[src/rtl/hfrb_pkg.sv]
// Shared types, codes and constants for the HID frame to report bridge.
// No dependencies; imported by every module of the block.
package hfrb_pkg;

	// frame op codes
	localparam logic [7:0] OP_KEY_PRESS = 8'd1;
	localparam logic [7:0] OP_KEY_LIFT  = 8'd2;
	localparam logic [7:0] OP_REL_ALL   = 8'd3;
	localparam logic [7:0] OP_POINTER   = 8'd4;

	// link event kind
	localparam logic CMD_FRAME = 1'b0;
	localparam logic CMD_LOST  = 1'b1;

	// minimum and exact frame lengths
	localparam logic [15:0] LEN_MIN   = 16'd4;
	localparam logic [15:0] LEN_REL   = 16'd4;
	localparam logic [15:0] LEN_KEY   = 16'd5;
	localparam logic [15:0] LEN_MOUSE = 16'd10;

	// result action codes
	localparam logic [1:0] ACT_PRESS   = 2'd0;
	localparam logic [1:0] ACT_RELEASE = 2'd1;
	localparam logic [1:0] ACT_REL_ALL = 2'd2;
	localparam logic [1:0] ACT_MOUSE   = 2'd3;

	// allowed key usages: 1..0xA4 and 0xE0..0xE7
	localparam logic [7:0] USAGE_END = 8'hA5;
	localparam logic [7:0] MOD_LO    = 8'hE0;
	localparam logic [7:0] MOD_HI    = 8'hE7;

	localparam logic [2:0] BTN_MASK = 3'h7;

	// motion budget
	localparam int MAX_CHUNKS = 64;
	localparam int BUDGET     = (MAX_CHUNKS < 1) ? 1 : ((MAX_CHUNKS > 64) ? 64 : MAX_CHUNKS);
	localparam int CHUNK_LIM  = 127;
	localparam int LIM        = BUDGET * CHUNK_LIM;
	localparam int POS_W      = $clog2(LIM + 1) + 1;

	typedef enum logic [1:0] {
		ST_IDLE,
		ST_DEC,
		ST_CHUNK,
		ST_SEND
	} state_t;

	typedef enum logic [1:0] {
		RES_NONE,
		RES_ONE,
		RES_MOTION
	} res_kind_t;

	// controller -> datapath
	typedef struct packed {
		logic cap;    // capture input word
		logic dec;    // decode captured frame
		logic chunk;  // load next motion chunk into output register
	} dp_cmd_t;

	// datapath -> controller
	typedef struct packed {
		res_kind_t kind;  // decode outcome of captured frame
		logic      last;  // output register holds final word
	} dp_sts_t;

endpackage

[src/rtl/hfrb_dp.sv]
// Datapath: input capture, frame checks, held-button state, chunk splitter,
// output register. Depends on hfrb_pkg.
module hfrb_dp import hfrb_pkg::*; (
	input  logic               clk,
	input  logic               arst_n,
	input  dp_cmd_t            dp_cmd,
	output dp_sts_t            dp_sts,
	input  logic               cmd,
	input  logic [15:0]        frame_len,
	input  logic [7:0]         op_code,
	input  logic [7:0]         flag_bits,
	input  logic [7:0]         arg_byte,
	input  logic signed [15:0] delta_x,
	input  logic signed [15:0] delta_y,
	input  logic signed [7:0]  wheel_in,
	output logic [1:0]         action,
	output logic [7:0]         key_code,
	output logic [2:0]         press_mask,
	output logic [2:0]         release_mask,
	output logic               move_valid,
	output logic signed [7:0]  move_x,
	output logic signed [7:0]  move_y,
	output logic signed [7:0]  move_wheel,
	output logic               clipped,
	output logic               last
);

	function automatic logic signed [POS_W-1:0] clamp_budget(input logic signed [15:0] v);
		logic signed [15:0] lim;
		lim = 16'(LIM);
		if (v > lim)
			return POS_W'(LIM);
		else if (v < -lim)
			return -POS_W'(LIM);
		else
			return v[POS_W-1:0];
	endfunction

	function automatic logic signed [7:0] clamp_chunk(input logic signed [POS_W-1:0] v);
		logic signed [POS_W-1:0] lim;
		lim = POS_W'(CHUNK_LIM);
		if (v > lim)
			return 8'(CHUNK_LIM);
		else if (v < -lim)
			return -8'(CHUNK_LIM);
		else
			return v[7:0];
	endfunction

	// captured word
	logic               cmd_q;
	logic [15:0]        len_q;
	logic [7:0]         op_q;
	logic [7:0]         flag_q;
	logic [7:0]         arg_q;
	logic signed [15:0] dx_q;
	logic signed [15:0] dy_q;
	logic signed [7:0]  whl_q;

	logic [2:0] held_q;

	// motion residue
	logic signed [POS_W-1:0] x_q;
	logic signed [POS_W-1:0] y_q;
	logic signed [7:0]       w_q;
	logic [2:0]              prs_q;
	logic [2:0]              rel_q;
	logic                    clip_q;
	logic                    first_q;

	// output register
	logic [1:0]        act_q;
	logic [7:0]        key_q;
	logic [2:0]        pm_q;
	logic [2:0]        rm_q;
	logic              mv_q;
	logic signed [7:0] mx_q;
	logic signed [7:0] my_q;
	logic signed [7:0] mw_q;
	logic              oclip_q;
	logic              last_q;

	// decode
	logic      frame_ok;
	logic      usage_ok;
	logic      is_rel_all;
	logic      is_key;
	logic      is_mouse;
	logic      no_motion;
	logic [2:0] btn;
	logic [2:0] prs;
	logic [2:0] rel;
	res_kind_t kind;

	// chunk step
	logic signed [7:0]       sx;
	logic signed [7:0]       sy;
	logic signed [POS_W-1:0] nx;
	logic signed [POS_W-1:0] ny;

	always_comb begin
		frame_ok   = (len_q >= LEN_MIN) && flag_q[0];
		usage_ok   = ((arg_q >= MOD_LO) && (arg_q <= MOD_HI)) ||
		             ((arg_q != 8'd0) && (arg_q < USAGE_END));
		is_rel_all = (cmd_q == CMD_LOST) ||
		             (frame_ok && (op_q == OP_REL_ALL) && (len_q == LEN_REL));
		is_key     = (cmd_q == CMD_FRAME) && frame_ok &&
		             ((op_q == OP_KEY_PRESS) || (op_q == OP_KEY_LIFT)) &&
		             (len_q == LEN_KEY) && usage_ok;
		is_mouse   = (cmd_q == CMD_FRAME) && frame_ok &&
		             (op_q == OP_POINTER) && (len_q == LEN_MOUSE);
		btn        = arg_q[2:0] & BTN_MASK;
		prs        = btn & ~held_q;
		rel        = held_q & ~btn;
		no_motion  = (dx_q == 16'sd0) && (dy_q == 16'sd0) && (whl_q == 8'sd0);
		if (is_rel_all || is_key)
			kind = RES_ONE;
		else if (is_mouse && no_motion)
			kind = ((prs | rel) != 3'd0) ? RES_ONE : RES_NONE;
		else if (is_mouse)
			kind = RES_MOTION;
		else
			kind = RES_NONE;
	end

	always_comb begin
		sx = clamp_chunk(x_q);
		sy = clamp_chunk(y_q);
		nx = x_q - {{(POS_W-8){sx[7]}}, sx};
		ny = y_q - {{(POS_W-8){sy[7]}}, sy};
	end

	assign dp_sts.kind = kind;
	assign dp_sts.last = last_q;

	always_ff @(posedge clk) begin
		if (dp_cmd.cap) begin
			cmd_q  <= cmd;
			len_q  <= frame_len;
			op_q   <= op_code;
			flag_q <= flag_bits;
			arg_q  <= arg_byte;
			dx_q   <= delta_x;
			dy_q   <= delta_y;
			whl_q  <= wheel_in;
		end
	end

	always_ff @(posedge clk or negedge arst_n) begin
		if (!arst_n) begin
			held_q <= 3'd0;
		end else if (dp_cmd.dec) begin
			if (is_rel_all)
				held_q <= 3'd0;
			else if (is_mouse)
				held_q <= btn;
		end
	end

	// motion setup and chunk splitting
	always_ff @(posedge clk) begin
		if (dp_cmd.dec) begin
			x_q     <= clamp_budget(dx_q);
			y_q     <= clamp_budget(dy_q);
			w_q     <= whl_q;
			prs_q   <= prs;
			rel_q   <= rel;
			clip_q  <= (dx_q > 16'(LIM)) || (dx_q < -16'(LIM)) ||
			           (dy_q > 16'(LIM)) || (dy_q < -16'(LIM));
			first_q <= 1'b1;
		end else if (dp_cmd.chunk) begin
			x_q     <= nx;
			y_q     <= ny;
			first_q <= 1'b0;
		end
	end

	always_ff @(posedge clk) begin
		if (dp_cmd.dec) begin
			if (is_rel_all)
				act_q <= ACT_REL_ALL;
			else if (is_key)
				act_q <= (op_q == OP_KEY_PRESS) ? ACT_PRESS : ACT_RELEASE;
			else
				act_q <= ACT_MOUSE;
			key_q   <= is_key ? arg_q : 8'd0;
			pm_q    <= (is_rel_all || is_key) ? 3'd0 : prs;
			rm_q    <= (is_rel_all || is_key) ? 3'd0 : rel;
			mv_q    <= 1'b0;
			mx_q    <= 8'sd0;
			my_q    <= 8'sd0;
			mw_q    <= 8'sd0;
			oclip_q <= 1'b0;
			last_q  <= 1'b1;
		end else if (dp_cmd.chunk) begin
			act_q   <= ACT_MOUSE;
			key_q   <= 8'd0;
			pm_q    <= first_q ? prs_q : 3'd0;
			rm_q    <= first_q ? rel_q : 3'd0;
			mv_q    <= 1'b1;
			mx_q    <= sx;
			my_q    <= sy;
			mw_q    <= first_q ? w_q : 8'sd0;
			oclip_q <= clip_q;
			last_q  <= (nx == '0) && (ny == '0);
		end
	end

	assign action       = act_q;
	assign key_code     = key_q;
	assign press_mask   = pm_q;
	assign release_mask = rm_q;
	assign move_valid   = mv_q;
	assign move_x       = mx_q;
	assign move_y       = my_q;
	assign move_wheel   = mw_q;
	assign clipped      = oclip_q;
	assign last         = last_q;

endmodule

[src/rtl/hfrb_ctrl.sv]
// Controller FSM: sequences capture, decode, chunk loads and output handshake.
// Depends on hfrb_pkg.
module hfrb_ctrl import hfrb_pkg::*; (
	input  logic    clk,
	input  logic    arst_n,
	input  logic    in_valid,
	output logic    in_stall,
	output logic    out_valid,
	input  logic    out_stall,
	output dp_cmd_t dp_cmd,
	input  dp_sts_t dp_sts
);

	state_t state_q;
	state_t state_d;

	always_ff @(posedge clk or negedge arst_n) begin
		if (!arst_n)
			state_q <= ST_IDLE;
		else
			state_q <= state_d;
	end

	always_comb begin
		state_d   = state_q;
		dp_cmd    = '0;
		in_stall  = 1'b1;
		out_valid = 1'b0;
		case (state_q)
			ST_IDLE: begin
				in_stall   = 1'b0;
				dp_cmd.cap = in_valid;
				if (in_valid)
					state_d = ST_DEC;
			end
			ST_DEC: begin
				dp_cmd.dec = 1'b1;
				case (dp_sts.kind)
					RES_ONE:    state_d = ST_SEND;
					RES_MOTION: state_d = ST_CHUNK;
					default:    state_d = ST_IDLE;
				endcase
			end
			ST_CHUNK: begin
				dp_cmd.chunk = 1'b1;
				state_d      = ST_SEND;
			end
			ST_SEND: begin
				out_valid = 1'b1;
				if (!out_stall) begin
					if (dp_sts.last)
						state_d = ST_IDLE;
					else
						dp_cmd.chunk = 1'b1;
				end
			end
			default: state_d = ST_IDLE;
		endcase
	end

endmodule

[src/rtl/hid_frame_to_report_bridge_core.sv]
// HID frame to report bridge, top level: controller plus datapath.
// Depends on hfrb_pkg, hfrb_ctrl, hfrb_dp.
//
//  channel | handshake                  | payload
//  --------+----------------------------+----------------------------------------
//  in      | in_valid / in_stall (out)  | cmd frame_len op_code flag_bits arg_byte
//          |                            | delta_x delta_y wheel_in
//  out     | out_valid / out_stall (in) | action key_code press_mask release_mask
//          |                            | move_valid move_x move_y move_wheel
//          |                            | clipped last
//
// One frame at a time. Accept, then the decode state, then words leave one per
// cycle from the output register while out_stall is low; a mouse frame with
// motion passes the setup state ST_CHUNK before its first chunk. A mouse frame
// yields N chunks, N up to MAX_CHUNKS; the chunk splitter (one +-127 step per
// word) sets N.
// arst_n clears the state machine and the held-button state.
// in_stall is high from accept until the last word is taken (until decode for a
// rejected frame); out_stall holds the current word and freezes the splitter.
module hid_frame_to_report_bridge_core import hfrb_pkg::*; (
	input  logic               clk,
	input  logic               arst_n,
	input  logic               in_valid,
	output logic               in_stall,
	input  logic               cmd,
	input  logic [15:0]        frame_len,
	input  logic [7:0]         op_code,
	input  logic [7:0]         flag_bits,
	input  logic [7:0]         arg_byte,
	input  logic signed [15:0] delta_x,
	input  logic signed [15:0] delta_y,
	input  logic signed [7:0]  wheel_in,
	output logic               out_valid,
	input  logic               out_stall,
	output logic [1:0]         action,
	output logic [7:0]         key_code,
	output logic [2:0]         press_mask,
	output logic [2:0]         release_mask,
	output logic               move_valid,
	output logic signed [7:0]  move_x,
	output logic signed [7:0]  move_y,
	output logic signed [7:0]  move_wheel,
	output logic               clipped,
	output logic               last
);

	dp_cmd_t dp_cmd;
	dp_sts_t dp_sts;

	// sequencer
	hfrb_ctrl u_ctrl (
		.clk       (clk),
		.arst_n    (arst_n),
		.in_valid  (in_valid),
		.in_stall  (in_stall),
		.out_valid (out_valid),
		.out_stall (out_stall),
		.dp_cmd    (dp_cmd),
		.dp_sts    (dp_sts)
	);

	// checks, button edges, motion chunks, output word
	hfrb_dp u_dp (
		.clk          (clk),
		.arst_n       (arst_n),
		.dp_cmd       (dp_cmd),
		.dp_sts       (dp_sts),
		.cmd          (cmd),
		.frame_len    (frame_len),
		.op_code      (op_code),
		.flag_bits    (flag_bits),
		.arg_byte     (arg_byte),
		.delta_x      (delta_x),
		.delta_y      (delta_y),
		.wheel_in     (wheel_in),
		.action       (action),
		.key_code     (key_code),
		.press_mask   (press_mask),
		.release_mask (release_mask),
		.move_valid   (move_valid),
		.move_x       (move_x),
		.move_y       (move_y),
		.move_wheel   (move_wheel),
		.clipped      (clipped),
		.last         (last)
	);

	// chunks never exceed +-127
	a_chunk_range: assert property (@(posedge clk) disable iff (!arst_n)
		out_valid && move_valid |-> (move_x != -8'sd128) && (move_y != -8'sd128))
		else $error("motion chunk out of range");

	// only mouse words carry motion
	a_move_mouse: assert property (@(posedge clk) disable iff (!arst_n)
		out_valid && (action != ACT_MOUSE) |-> !move_valid)
		else $error("motion on non-mouse word");

	// one frame at a time: no accept while a word is pending
	a_one_frame: assert property (@(posedge clk) disable iff (!arst_n)
		out_valid |-> in_stall)
		else $error("input taken while output pending");

	// button-only mouse update is a single word
	a_btn_only_last: assert property (@(posedge clk) disable iff (!arst_n)
		out_valid && (action == ACT_MOUSE) && !move_valid |-> last)
		else $error("button-only update not last");

	// taken word that is not last is followed by another word
	a_next_word: assert property (@(posedge clk) disable iff (!arst_n)
		out_valid && !out_stall && !last |=> out_valid)
		else $error("chunk sequence broken");

endmodule

[config.mk]
export PLATFORM = sky130hd
export DESIGN_NAME = hid_frame_to_report_bridge_core
export DESIGN_NICKNAME = d
export VERILOG_FILES = /design/src/rtl/hfrb_pkg.sv /design/src/rtl/hfrb_dp.sv /design/src/rtl/hfrb_ctrl.sv /design/src/rtl/hid_frame_to_report_bridge_core.sv
export SDC_FILE = /design/constraint.sdc
export NUM_CORES = 1
export LEC_CHECK = 0
export ABC_AREA = 1
export BUFFER_PORTS_ARGS = -buffer_cell sky130_fd_sc_hd__clkbuf_2
export CORE_MARGIN = 2
export CORE_UTILIZATION = 61
export CTS_CLUSTER_DIAMETER = 60
export CTS_CLUSTER_SIZE = 20
export DETAILED_ROUTE_END_ITERATION = 7
export PLACE_DENSITY = 0.85
export RECOVER_POWER = 25
export SYNTH_ARGS = -nofsm -noshare
export SYNTH_HDL_FRONTEND = slang
export SYNTH_SLANG_ARGS = --single-unit
[constraint.sdc]
create_clock -name clk -period 6.2 [get_ports clk]
set_input_delay 1.24 -clock clk [delete_from_list [all_inputs] [get_ports clk]]
set_output_delay 1.24 -clock clk [all_outputs]
set_load 0.01 [all_outputs]
# Word-level counts from Yosys, hierarchy flattened
# Cells that the tools add are included.
word_totals:
  register_bits: 166
  latchBits: 0
  mem_bits_rw: 0
  mem_bits_ro: 0
  input_bits: 85
  out_inout_bits: 45
  word_cells: 143
  n_memories: 0
classes:
  addsub: 2
  n_mul: 0
  div: 0
  order_cmp: 12
  eq_ne: 15
  n_shift: 0
  n_mux: 47
  bitwise_logic: 6
  reduce_logical: 34
ops:
  columns: ["cell", "count"]
  rows:
  - ["14-bit two-way mux", 8]
  - ["8-bit two-way mux", 8]
  - ["16-bit by 3-bit == test with 1-bit output, second input constant", 2]
  - ["16-bit by 14-bit greater-than comparator with 1-bit output, second input constant", 2]
  - ["16-bit zero test", 2]
  - ["16-bit by 14-bit < comparator with 1-bit output, second input constant", 2]
  - ["3-bit two-way mux", 10]
  - ["14-bit by 8-bit greater-than comparator with 1-bit output, second input constant", 2]
  - ["14-bit zero test", 2]
  - ["14-bit by 8-bit < comparator with 1-bit output, second input constant", 2]
  - ["14-bit subtractor", 2]
  - ["2-bit two-way mux", 10]
  - ["16-bit by 4-bit == test with 1-bit output, second input constant", 1]
  - ["8-bit by 2-bit == test with 1-bit output, second input constant", 2]
  - ["16-bit by 3-bit >= comparator with 1-bit output, second input constant", 1]
  - ["1-bit logical AND", 15]
  - ["8-bit by 1-bit == test with 1-bit output, second input constant", 1]
  - ["8-bit by 3-bit == test with 1-bit output, second input constant", 1]
  - ["8-bit >= comparator, second input constant", 1]
  - ["8-bit <= comparator, second input constant", 1]
  - ["8-bit zero test", 1]
  - ["8-bit < comparator, second input constant", 1]
  - ["1-bit two-way mux", 8]
  - ["2-bit case mux with 4 select lines", 1]
  - ["17 further kinds", 30]

# Longest topological paths before layout
# Gate-level depths: netlist (run 1).
depth:
  depth_word: 11
  mapped_depth: 25
  ltp_nobuf: 25

# Hierarchy
# From an unflattened synthesis (run 1), not the netlist that was laid out.
unflattened:
  hier_cells: 846
  area_unflattened_um2: 8100.3
modules_own_cells:
  columns: ["mod", "n_inst", "cells_each", "area_each_um2", "seq_area_each_um2"]
  rows:
  - ["hfrb_dp", 1, 822, 7943.9, 4629.4]
  - ["hfrb_ctrl", 1, 24, 156.4, 50.0]

# Worst setup path after synthesis (run 1)
# No wires, ideal clock.
synth_path:
  path_kind: "input-to-reg"
  from: "in in_valid"
  to: "reg u_dp.arg_q[0] (enable)"
  setup_ns: 0.507
  t_arrival_ns: 4.358
  t_required_ns: 5.693
  setup_slack_ns: 1.335
  cell_stages: 2
  n_path_buf: 0
  path_cell_list: "inv_1 > nor2_1"
synth_rtl:
  columns: ["item", "line_no", "source"]
  rows:
  - ["start, declared", "hid_frame_to_report_bridge_core.sv:23", "input logic in_valid,"]
  - ["end signal, assigned", "hfrb_dp.sv:142", "arg_q <= arg_byte;"]
  - ["end, declared", "hfrb_dp.sv:55", "logic [7:0] arg_q;"]

# Worst setup path after layout (run 1)
layout_path:
  from: "reg u_dp.y_q[7]"
  to: "reg u_dp.last_q (netlist: u_dp.last)"
layout_via:
  elab_chain_cells: 6
  elab_cells_between_ends: 7
  cone_classes: "add/sub (1); order compare (2); mux (2); reduce/logical (2)"
layout_lines:
  columns: ["item", "line_no", "source"]
  rows:
  - ["start, declared", "hfrb_dp.sv:64", "logic signed [POS_W-1:0] y_q;"]
  - ["start signal, assigned", "hfrb_dp.sv:164", "y_q <= clamp_budget(dy_q);"]
  - ["start signal, assigned", "hfrb_dp.sv:173", "y_q <= ny;"]
  - ["14-bit by 8-bit < comparator with 1-bit output", "hfrb_dp.sv:44", "else if (v < -lim)"]
  - ["8-bit two-way mux", "hfrb_dp.sv:44", null]
  - ["8-bit two-way mux *", "hfrb_dp.sv:42", "if (v > lim)"]
  - ["net u_dp.sy[1]", "hfrb_dp.sv:97", "logic signed [7:0] sy;"]
  - ["14-bit subtractor *", "hfrb_dp.sv:130", "ny = y_q - {{(POS_W-8){sy[7]}}, sy};"]
  - ["14-bit zero test *", "hfrb_dp.sv:205", "last_q <= (nx == '0) && (ny == '0);"]
  - ["1-bit logical AND *", "hfrb_dp.sv:205", null]
  - ["end signal, assigned", "hfrb_dp.sv:205", null]
  - ["end, declared", "hfrb_dp.sv:81", "logic last_q;"]
# Mark *: on every way through the listed nets, which the timed path passes. The rest lies on a longest branch.
# A chain may end at the register's enable or synchronous reset.

==> results.sh, run 1 <==
export IMPL_cts_root_buf="clkbuf_16"
export IMPL_fin_util_pct=72.83
export IMPL_nets=1079
export IMPL_drive_above_1_share_pct=21.72
export IMPL_dp_hpwl_mm=13.39
export IMPL_gp_congestion=0.9890
export IMPL_skew_ns=0.01127
export IMPL_io_pins=130
export IMPL_antenna_found_initial=0
export IMPL_start_util_pct=61.96
export IMPL_fmax_mhz=290.4
export IMPL_clk_pin_slew_ns=0.07
export IMPL_drv_cap=0
export IMPL_grt_pass1_wl_mm=29.47
export IMPL_synth_top_cell_by_area="edfxtp_1"
export IMPL_grt_max_degree=67
export IMPL_synth_seq_area_share_pct=57.49
export IMPL_tightest_slew_ns=1.053
export IMPL_drv_slew=0
export IMPL_rsz0062_at_grt="false"
export IMPL_fin_crit_sh_pct=55.53
export IMPL_postSynth_asyncResetShare_pct=3.012
export IMPL_setup_viol=0
export IMPL_hp_class="register to register"
export IMPL_clk_latency_ns=0.43
export IMPL_required_ns=6.51
export IMPL_viasPerCell=5.648
export IMPL_hold_violations=0
export IMPL_final_antenna_net_count=0
export IMPL_yosys_area_top_type_share_pct=49.06
export IMPL_synthTopCellsByArea="edfxtp_1 49%, nand2_1 7.6%, dfxtp_1 6.9%"
export IMPL_drt_iter0_markers=556
export IMPL_drc=0
export IMPL_fp_dieArea_sq_um=14290
export IMPL_postCtsHoldBufs=0
export IMPL_cts_tree="yes"
export IMPL_cts_resized=0
export IMPL_crit_path_start_kind="register"
export IMPL_p_leak_nw=4.222
export IMPL_netlist_area_sq_um=8140
export IMPL_areaGrowthSynthToFinish_pct=17.54
export IMPL_clockBufferDepth=2
export IMPL_post_cts_repair_setup_buffers=0
export IMPL_vias=6506
export IMPL_numPortBuffers=122
export IMPL_synthCells=835
export IMPL_grt_pass1_vias=6042
export IMPL_firstDrtPassIters=5
export IMPL_seqCellArea_sq_um=4679
export IMPL_htree_levels=4
export IMPL_filler_cell_count=911
export IMPL_cts_buffers=17
export IMPL_power_density_nw_per_um2=630.0
export IMPL_wl_mm=18.81
export IMPL_die_w_um=119.5
export IMPL_grt_overflow_total=0
export IMPL_core_area_sq_um=13140
export IMPL_multi_input_area_sq_um=2978
export IMPL_synth_common_cells="164 x nand2_1, 133 x edfxtp_1, 101 x inv_1"
export IMPL_synth_fp_nets=951
export IMPL_synthFlopType="edfxtp_1"
export IMPL_yosysMostFrequentCell="nand2_1"
export IMPL_cp_max_fo=4
export IMPL_fin_setup_tns_ns=0
export IMPL_grt_usage_pct=26.94
export IMPL_clkSinkCount=166
export IMPL_syn_area_per_cell_sq_um=9.749
export IMPL_crit_path_end_kind="register"
export IMPL_status="finished clean"
export IMPL_synth_edf_count=133
export IMPL_ys_types=46
export IMPL_relSlewSlack_pct=29.56
export IMPL_synth_seq_cells=166
export IMPL_dieHeight_um=119.5
export IMPL_placement_rows=42
export IMPL_critical_path_class="register to register"
export IMPL_antenna_diode_count=0
export IMPL_peakVddDrop_v=0.0002933
export IMPL_worstPathArrival_ns=3.75
export IMPL_finalCriticalPeriod_ns=3.443
export IMPL_wl_per_cell_um=16.32
export IMPL_ys_warn_count=0
-- cell type report --
class / count / share of cell area (%)
clock buffers: 17 / 4.446
clock inverters: 15 / 1.988
inverters: 114 / 4.551
multi-input cells: 538 / 31.12
flip-flops and latches: 166 / 48.91
well taps: 176 / 2.302
repair buffers: 126 / 6.682
-- critical path: stages (launching register included) --
cell      delay, ns
edfxtp_1       0.42
nand2_1        0.07
inv_1          0.05
nand2_1        0.04
nor2_1         0.21
nand2_4        0.11
nand2_1        0.15
inv_1          0.11
a21oi_1        0.23
inv_1          0.12
ha_1           0.29
nand2_1        0.06
o21ai_0        0.43
nand2_1        0.10
o21ai_1        0.22
xor2_1         0.32
nor2_1         0.10
nand2_1        0.07
nor2_1         0.04
nand4_1        0.13
nand2_1        0.08
-- final timing paths --
path	start	endpoint	slack (ns)	cells past startpoint
max	u_dp.y_q[7]	u_dp.last	2.76	20
min	u_dp.whl_q[6]	u_dp.w_q[6]	0.45	0
max reg2reg	u_dp.y_q[7]	u_dp.last	2.76	20
min reg2reg	u_dp.whl_q[6]	u_dp.w_q[6]	0.45	0
max in group asynchronous	arst_n	u_dp.held_q[2]	5.26	1
min in group asynchronous	arst_n	async pin	0.68	1
-- state kept, by name, summed over array words and instances, names as in the netlist, 2 cells and up, named ones only --
name,flops
u_dp.dx_q,16
u_dp.dy_q,16
u_dp.len_q,16
u_dp.x_q,14
u_dp.y_q,14
u_dp.arg_q,8
u_dp.key_code,8
u_dp.move_wheel,8
u_dp.move_x,8
u_dp.move_y,8
u_dp.op_q,8
u_dp.w_q,8
u_dp.whl_q,8
u_dp.held_q,3
u_dp.press_mask,3
u_dp.prs_q,3
u_dp.rel_q,3
u_dp.release_mask,3
u_dp.action,2
-- cell usage in the layout (no fill, tap or decap), types with 7 or more instances in the layout --
master,n
clkbuf_2,121
a31oi_1,10
dfxtp_1,28
clkbuf_16,17
nand2_1,163
nor2_1,53
xor2_1,7
nor3_1,9
inv_2,11
nor4_1,10
nand4_1,22
edfxtp_1,133
a21oi_1,27
nand2_2,13
o21ai_0,45
o22ai_1,10
ha_1,29
nand3_1,90
inv_1,101
-- routing by layer --
layer	vias to the layer above	global-route usage (%)	part of all wire, %
li1	3149	-	-
met4	0	10.07	2.3
met5	-	0	0
met2	292	44.93	49
met1	3031	34.29	40
met3	34	6.654	8.4
-- report_power, final --
group	switching (mW)	internal (mW)	total (mW)
Clock	0.454	0.643	1.10
Sequential	0.230	1.73	1.96
Combinational	2.02	0.954	2.97
-- through the flow --
stage	instances	hold WS, ns	instance area, sq um	worst slack (ns)	total power, mW
after floorplan	835	0.4194	8140	1.335	4.058
after global placement	1120	0.4347	8954	2.924	4.789
after detailed placement	1120	0.4378	8954	2.868	4.859
after CTS	1152	0.4513	9569	2.811	5.984
after global routing	1152	0.4675	9568	2.503	6.434
final	1152	0.4540	9568	2.757	6.028
-- cell families (layout without fill, tap and decap cells) --
group	count (synthesis)	in the layout	synth area share (%)
buffers and inverters	131	272	6.148
xor gates and xnor gates	7	7	0.7532
and+or+nand+nor	391	391	23.09
DFF	166	166	57.49
adders and majority gates	31	31	4.949
AOI/OAI and AO/OA	109	109	7.578
Note: power is estimated with default switching activity, not from simulation.
==> run 2: changes to the inputs <==
--- a/config.mk
+++ b/config.mk
@@ -5,14 +5,14 @@
 export SDC_FILE = /design/constraint.sdc
 export NUM_CORES = 1
 export LEC_CHECK = 0
-export ABC_AREA = 1
+export ABC_AREA = 0
 export BUFFER_PORTS_ARGS = -buffer_cell sky130_fd_sc_hd__clkbuf_2
 export CORE_MARGIN = 2
-export CORE_UTILIZATION = 61
+export CORE_UTILIZATION = 51
 export CTS_CLUSTER_DIAMETER = 60
 export CTS_CLUSTER_SIZE = 20
 export DETAILED_ROUTE_END_ITERATION = 7
-export PLACE_DENSITY = 0.85
+export PLACE_DENSITY = 0.76
 export RECOVER_POWER = 25
 export SYNTH_ARGS = -nofsm -noshare
 export SYNTH_HDL_FRONTEND = slang
==> constraint.sdc (replaced) <==
create_clock -name clk -period 2.9 [get_ports clk]
set_input_delay 0.58 -clock clk [delete_from_list [all_inputs] [get_ports clk]]
set_output_delay 0.58 -clock clk [all_outputs]
set_load 0.01 [all_outputs]
==> results.sh, run 2 <==
export IMPL_clkSinkCount=166
export IMPL_placed_cell_area_sq_um=9864
export IMPL_wl_mm=21.46
export IMPL_cts_buffers=17
export IMPL_drt_iter0_markers=626
export IMPL_io_pins=130
export IMPL_crit_buf_inv=1
export IMPL_violations="negative setup slack"
export IMPL_fin_setup_tns_ns=-8.975
export IMPL_critical_path_class="register to register"
export IMPL_cts_root_buf="clkbuf_16"
export IMPL_htree_levels=4
export IMPL_rr_endpoint="u_dp.last"
export IMPL_required_ns=3.26
export IMPL_cp_top_family="compound AO/OA/AOI/OAI gates"
export IMPL_antenna_diode_count=0
export IMPL_reg2reg_depth=14
export IMPL_synth_fp_nets=844
export IMPL_finalCriticalPeriod_ns=3.583
export IMPL_cpMaxStageDelayCell="or4_4"
export IMPL_ys_warn_count=0
export IMPL_dieHeight_um=130.1
export IMPL_cp_startpoint="u_dp.y_q[0]"
export IMPL_reg2reg_slack_ns=-0.68
export IMPL_cp_max_fo=5
export IMPL_yosysMostFrequentCell="edfxtp_1"
export IMPL_setup_viol=21
export IMPL_fin_crit_sh_pct=123.5
export IMPL_placement_rows=46
export IMPL_synth_top_cell_by_area="edfxtp_1"
export IMPL_clk_latency_ns=0.44
export IMPL_design_area_sq_um=11090
export IMPL_grt_usage_pct=25.21
export IMPL_die_w_um=130.1
export IMPL_path_depth=14
export IMPL_syn_area_per_cell_sq_um=11.15
export IMPL_crit_path_end_kind="register"
export IMPL_gp_congestion=0.9356
export IMPL_cts_tree="yes"
export IMPL_hold_violations=0
export IMPL_clockBufferDepth=2
export IMPL_synth_seq_area_share_pct=57.67
export IMPL_crit_top_cell="o211ai_1"
export IMPL_fmax_mhz=279.1
export IMPL_start_util_pct=51.64
export IMPL_fp_dieArea_sq_um=16940
export IMPL_critPathMaxStageDelay_ns=0.56
export IMPL_vias=6975
export IMPL_relSlewSlack_pct=49.96
export IMPL_drive_above_1_share_pct=38.43
export IMPL_yosys_area_top_type_share_pct=49.22
export IMPL_ys_types=69
export IMPL_wl_per_cell_um=17.74
export IMPL_postSynth_asyncResetShare_pct=3.012
export IMPL_crit_path_start_kind="register"
export IMPL_drv_slew=0
export IMPL_final_antenna_net_count=0
export IMPL_status="finished with violations"
export IMPL_firstDrtPassIters=5
export IMPL_grt_max_degree=49
export IMPL_largestRegisters="u_dp.dx_q x16, u_dp.dy_q x16, u_dp.len_q x16"
export IMPL_synth_edf_count=133
export IMPL_drv_cap=0
export IMPL_rsz0062_at_grt="true"
export IMPL_grt_overflow_total=0
export IMPL_skew_ns=0.01227
export IMPL_synthCells=728
export IMPL_grt_pass1_vias=6469
export IMPL_synth_seq_cells=166
export IMPL_netlist_area_sq_um=8114
export IMPL_timing_final_ws_setup_ns=-0.6827
export IMPL_areaGrowthSynthToFinish_pct=36.62
export IMPL_path_cells="or4_4, nor4_4, o31ai_4, o21ai_2, buf_6, ha_4, and3b_2, o211ai_1, o211ai_1, o211a_2, o211a_1, a211oi_2, nand4bb_1, o21ai_1"
export IMPL_synthFlopType="edfxtp_1"
export IMPL_worstPathArrival_ns=3.94
export IMPL_endpoint="u_dp.last"
export IMPL_drc=0
export IMPL_clk_pin_slew_ns=0.07
export IMPL_antenna_found_initial=0
export IMPL_worstReg2RegStart="u_dp.y_q[0]"
export IMPL_layout_common_cells="133 x edfxtp_1, 125 x buf_4, 120 x clkbuf_2"
export IMPL_dp_hpwl_mm=15.23
export IMPL_final_common_cell="edfxtp_1"
export IMPL_core_area_sq_um=15710
export IMPL_tightest_slew_ns=0.7411
export IMPL_grt_pass1_wl_mm=32.44
export IMPL_synth_common_cells="133 x edfxtp_1, 83 x o21ai_0, 59 x nand2_1"
export IMPL_numPortBuffers=122
export IMPL_nets=1097
export IMPL_hp_class="input pin to register"
export IMPL_synthTopCellsByArea="edfxtp_1 49%, dfxtp_1 6.9%, o21ai_0 5.1%"
export IMPL_viasPerCell=5.764
run 2: per-stage QoR:
stage               worst slack [ns]  util (%)  cells  hold WS (ns)
detailed placement           -0.6953     62.78   1153        0.4000
global route                 -0.8333     70.55   1210        0.3008
floorplan                    -0.5198         -    728        0.2844
finish                       -0.6827     70.55   1210        0.3158
global placement             -0.5611     62.78   1153        0.4011
CTS                          -0.6660     69.21   1205        0.3011
run 2: area by class of cell:
type / count / area [sq um]
clock inverter: 15 / 206.4
timing repair buffer: 259 / 1680
tap: 216 / 270.3
fill: 1115 / 4627
multi-input combinational: 506 / 3707
inverter: 31 / 116.4
sequential: 166 / 4679
clock buffer: 17 / 425.4
run 2: logic make-up after synthesis:
family	after synthesis	share of synthesized area (%)
buffers and inverters	56	2.591
XOR/XNOR	12	1.295
flip-flops	166	57.67
AO/OA/AOI/OAI	216	17.87
AND/OR/NAND/NOR	247	15.61
adder cells (fa/ha/maj)	31	4.965
run 2: repair_timing:
item                                    4_1_cts  5_1_grt
hold buffers                                  1        0
pin swaps                                    43       22
resized for setup                            46       41
hold endpoints to repair                      5        0
endpoints found under the setup margin       21       24
buffers inserted                             20        8
run 2: worst min path at each step:
stage,startpoint,end,depth (start not counted)
after floorplan,arst_n,async pin,0
after global placement,arst_n,u_dp.held_q[0],1
after detailed placement,arst_n,u_dp.held_q[0],1
after CTS,op_code[4],u_dp.op_q[4],1
after global routing,op_code[4],u_dp.op_q[4],1
final,op_code[6],u_dp.op_q[6],1
run 2: metal layers:
layer / share of wire (%) / routed length [um] / track usage [%] / vias to the layer above
li1: - / - / - / 3303
met1: 40 / 8652 / 32.43 / 3316
met2: 49 / 10600 / 41.85 / 310
met3: 7.4 / 1595 / 5.863 / 46
met4: 2.9 / 614 / 9.361 / 0
met5: 0 / 0 / 0 / -
Power of run 2 is left out: the tool's default activity adds up to more than one toggle a clock period on the data nets, which glitch-free logic cannot reach.
==> run 3: changes to the inputs <==
--- a/config.mk
+++ b/config.mk
@@ -5,7 +5,7 @@
 export SDC_FILE = /design/constraint.sdc
 export NUM_CORES = 1
 export LEC_CHECK = 0
-export ABC_AREA = 0
+export ABC_AREA = 1
 export BUFFER_PORTS_ARGS = -buffer_cell sky130_fd_sc_hd__clkbuf_2
 export CORE_MARGIN = 2
 export CORE_UTILIZATION = 51
==> results.sh, run 3 (synthesized netlist as in run 1, its figures left out) <==
export IMPL_design_area_sq_um=10450
export IMPL_areaGrowthSynthToFinish_pct=28.33
export IMPL_grt_pass1_vias=6231
export IMPL_cp_max_fo=3
export IMPL_die_w_um=130.3
export IMPL_viasPerCell=5.257
export IMPL_layout_common_cells="147 x nand2_1, 133 x edfxtp_1, 119 x clkbuf_2"
export IMPL_cts_buffers=17
export IMPL_final_antenna_net_count=0
export IMPL_cts_tree="yes"
export IMPL_grt_overflow_total=0
export IMPL_cts_root_buf="clkbuf_16"
export IMPL_crit_path_end_kind="register"
export IMPL_power_density_nw_per_um2=1402
export IMPL_wl_mm=19.28
export IMPL_rsz0062_at_grt="true"
export IMPL_drv_cap=0
export IMPL_final_common_cell="nand2_1"
export IMPL_drc=0
export IMPL_rr_endpoint="u_dp.last"
export IMPL_peakVddDrop_v=0.0005711
export IMPL_hold_violations=0
export IMPL_nets=1151
export IMPL_critPathMaxStageDelay_ns=0.40
export IMPL_setup_viol=0
export IMPL_fin_util_pct=66.24
export IMPL_crit_top_cell="nand2_2"
export IMPL_firstDrtPassIters=5
export IMPL_placed_cell_area_sq_um=9457
export IMPL_io_pins=130
export IMPL_dp_hpwl_mm=14.07
export IMPL_clk_pin_slew_ns=0.07
export IMPL_tightest_slew_ns=0.5909
export IMPL_p_leak_nw=4.574
export IMPL_power_mw=14.64
export IMPL_path_cells="nand2_2, nor3_2, buf_4, nand2_4, nand2_4, nand3_4, ha_4, fa_2, inv_2, nand2_4, nand2_2, nand2_2, nand2_4, nand2_2, nand2_2, xor2_2, nand3_2, nor2_2, nand3_1, nor2_1, nand4_1, nand2_1"
export IMPL_crit_path_start_kind="register"
export IMPL_dieHeight_um=130.3
export IMPL_clkSinkCount=166
export IMPL_vias=6645
export IMPL_drt_iter0_markers=459
export IMPL_antenna_diode_count=0
export IMPL_dp_cells=1217
export IMPL_fin_setup_tns_ns=0
export IMPL_whs_ns=0.3273
export IMPL_finalCriticalPeriod_ns=2.837
export IMPL_endpoint="u_dp.last"
export IMPL_pre_cts_ws_ns=-0.09994
export IMPL_start_util_pct=51.62
export IMPL_drive_above_1_share_pct=33.11
export IMPL_grt_pass1_wl_mm=30.08
export IMPL_required_ns=3.26
export IMPL_fin_crit_sh_pct=97.83
export IMPL_fp_dieArea_sq_um=16990
export IMPL_drv_slew=0
export IMPL_fmax_mhz=352.5
export IMPL_wl_per_cell_um=15.25
export IMPL_numPortBuffers=122
export IMPL_hp_class="input pin to register"
export IMPL_gp_congestion=0.9406
export IMPL_htree_levels=4
export IMPL_largestRegisters="u_dp.dx_q x16, u_dp.dy_q x16, u_dp.len_q x16"
export IMPL_clockBufferDepth=2
export IMPL_skew_ns=0.01094
export IMPL_status="finished clean"
export IMPL_relSlewSlack_pct=60.46
export IMPL_grt_usage_pct=23.18
export IMPL_reg2reg_depth=22
export IMPL_cp_startpoint="u_dp.x_q[7]"
export IMPL_timing_final_ws_setup_ns=0.06303
export IMPL_core_area_sq_um=15770
export IMPL_cpMaxStageDelayCell="edfxtp_1"
export IMPL_clk_latency_ns=0.42
export IMPL_worstReg2RegStart="u_dp.x_q[7]"
export IMPL_worstPathArrival_ns=3.20
export IMPL_placement_rows=46
export IMPL_layoutNonFillerInstCount=1264
export IMPL_antenna_found_initial=0
export IMPL_critical_path_class="register to register"
export IMPL_grt_max_degree=65
export IMPL_reg2reg_slack_ns=0.06
[run 3: repair_timing]
item | 4_1_cts | 5_1_grt
gates resized for setup | 13 | 76
setup buffers | 2 | 13
endpoints found under the setup margin | 4 | 17
pin swaps | 7 | 36
hold buffers | 1 | 0
hold endpoints to repair | 5 | 0
[run 3: worst min-delay path by stage]
stage | startpoint | endpoint | slack, ns | depth (start not counted)
after floorplan | arst_n | async pin | 0.28 | 0
after global placement | arst_n | u_dp.held_q[0] | 0.41 | 1
after detailed placement | arst_n | u_dp.held_q[0] | 0.41 | 1
after CTS | arg_byte[0] | u_dp.arg_q[0] | 0.31 | 1
after global routing | arg_byte[1] | u_dp.arg_q[1] | 0.31 | 1
final | delta_y[14] | u_dp.dy_q[14] | 0.33 | 1
[run 3: per-layer routing]
metal | up-vias | global-route usage [%] | wire [um]
met5 | - | 0 | 0
met4 | 0 | 9.512 | 607
met3 | 41 | 6.642 | 1475
met2 | 250 | 36.40 | 9040
met1 | 3064 | 30.54 | 8157
li1 | 3290 | - | -
[run 3: power breakdown]
group	leakage (nW)	internal (mW)	switching, mW
Sequential	1.55	3.68	0.411
Combinational	2.76	3.40	5.10
Clock	0.268	1.15	0.902
[run 3: area by class of cell]
cell class,count,area (sq um)
multi-input combinational,538,3314
timing repair buffer,198,1209
fill,1266,5324
tap,216,270.3
sequential,166,4679
clock buffer,23,467.9
inverter,114,437.9
clock inverter,9,67.56
[run 3: critical path: cells and delay by family (launching register included)]
| kind | cells | cell delay [ns] |
|---|---|---|
| simple gates | 17 | 1.38 |
| fa+ha+maj | 2 | 0.56 |
| flops | 1 | 0.40 |
| buf+inv | 2 | 0.26 |
| xor+xnor | 1 | 0.18 |
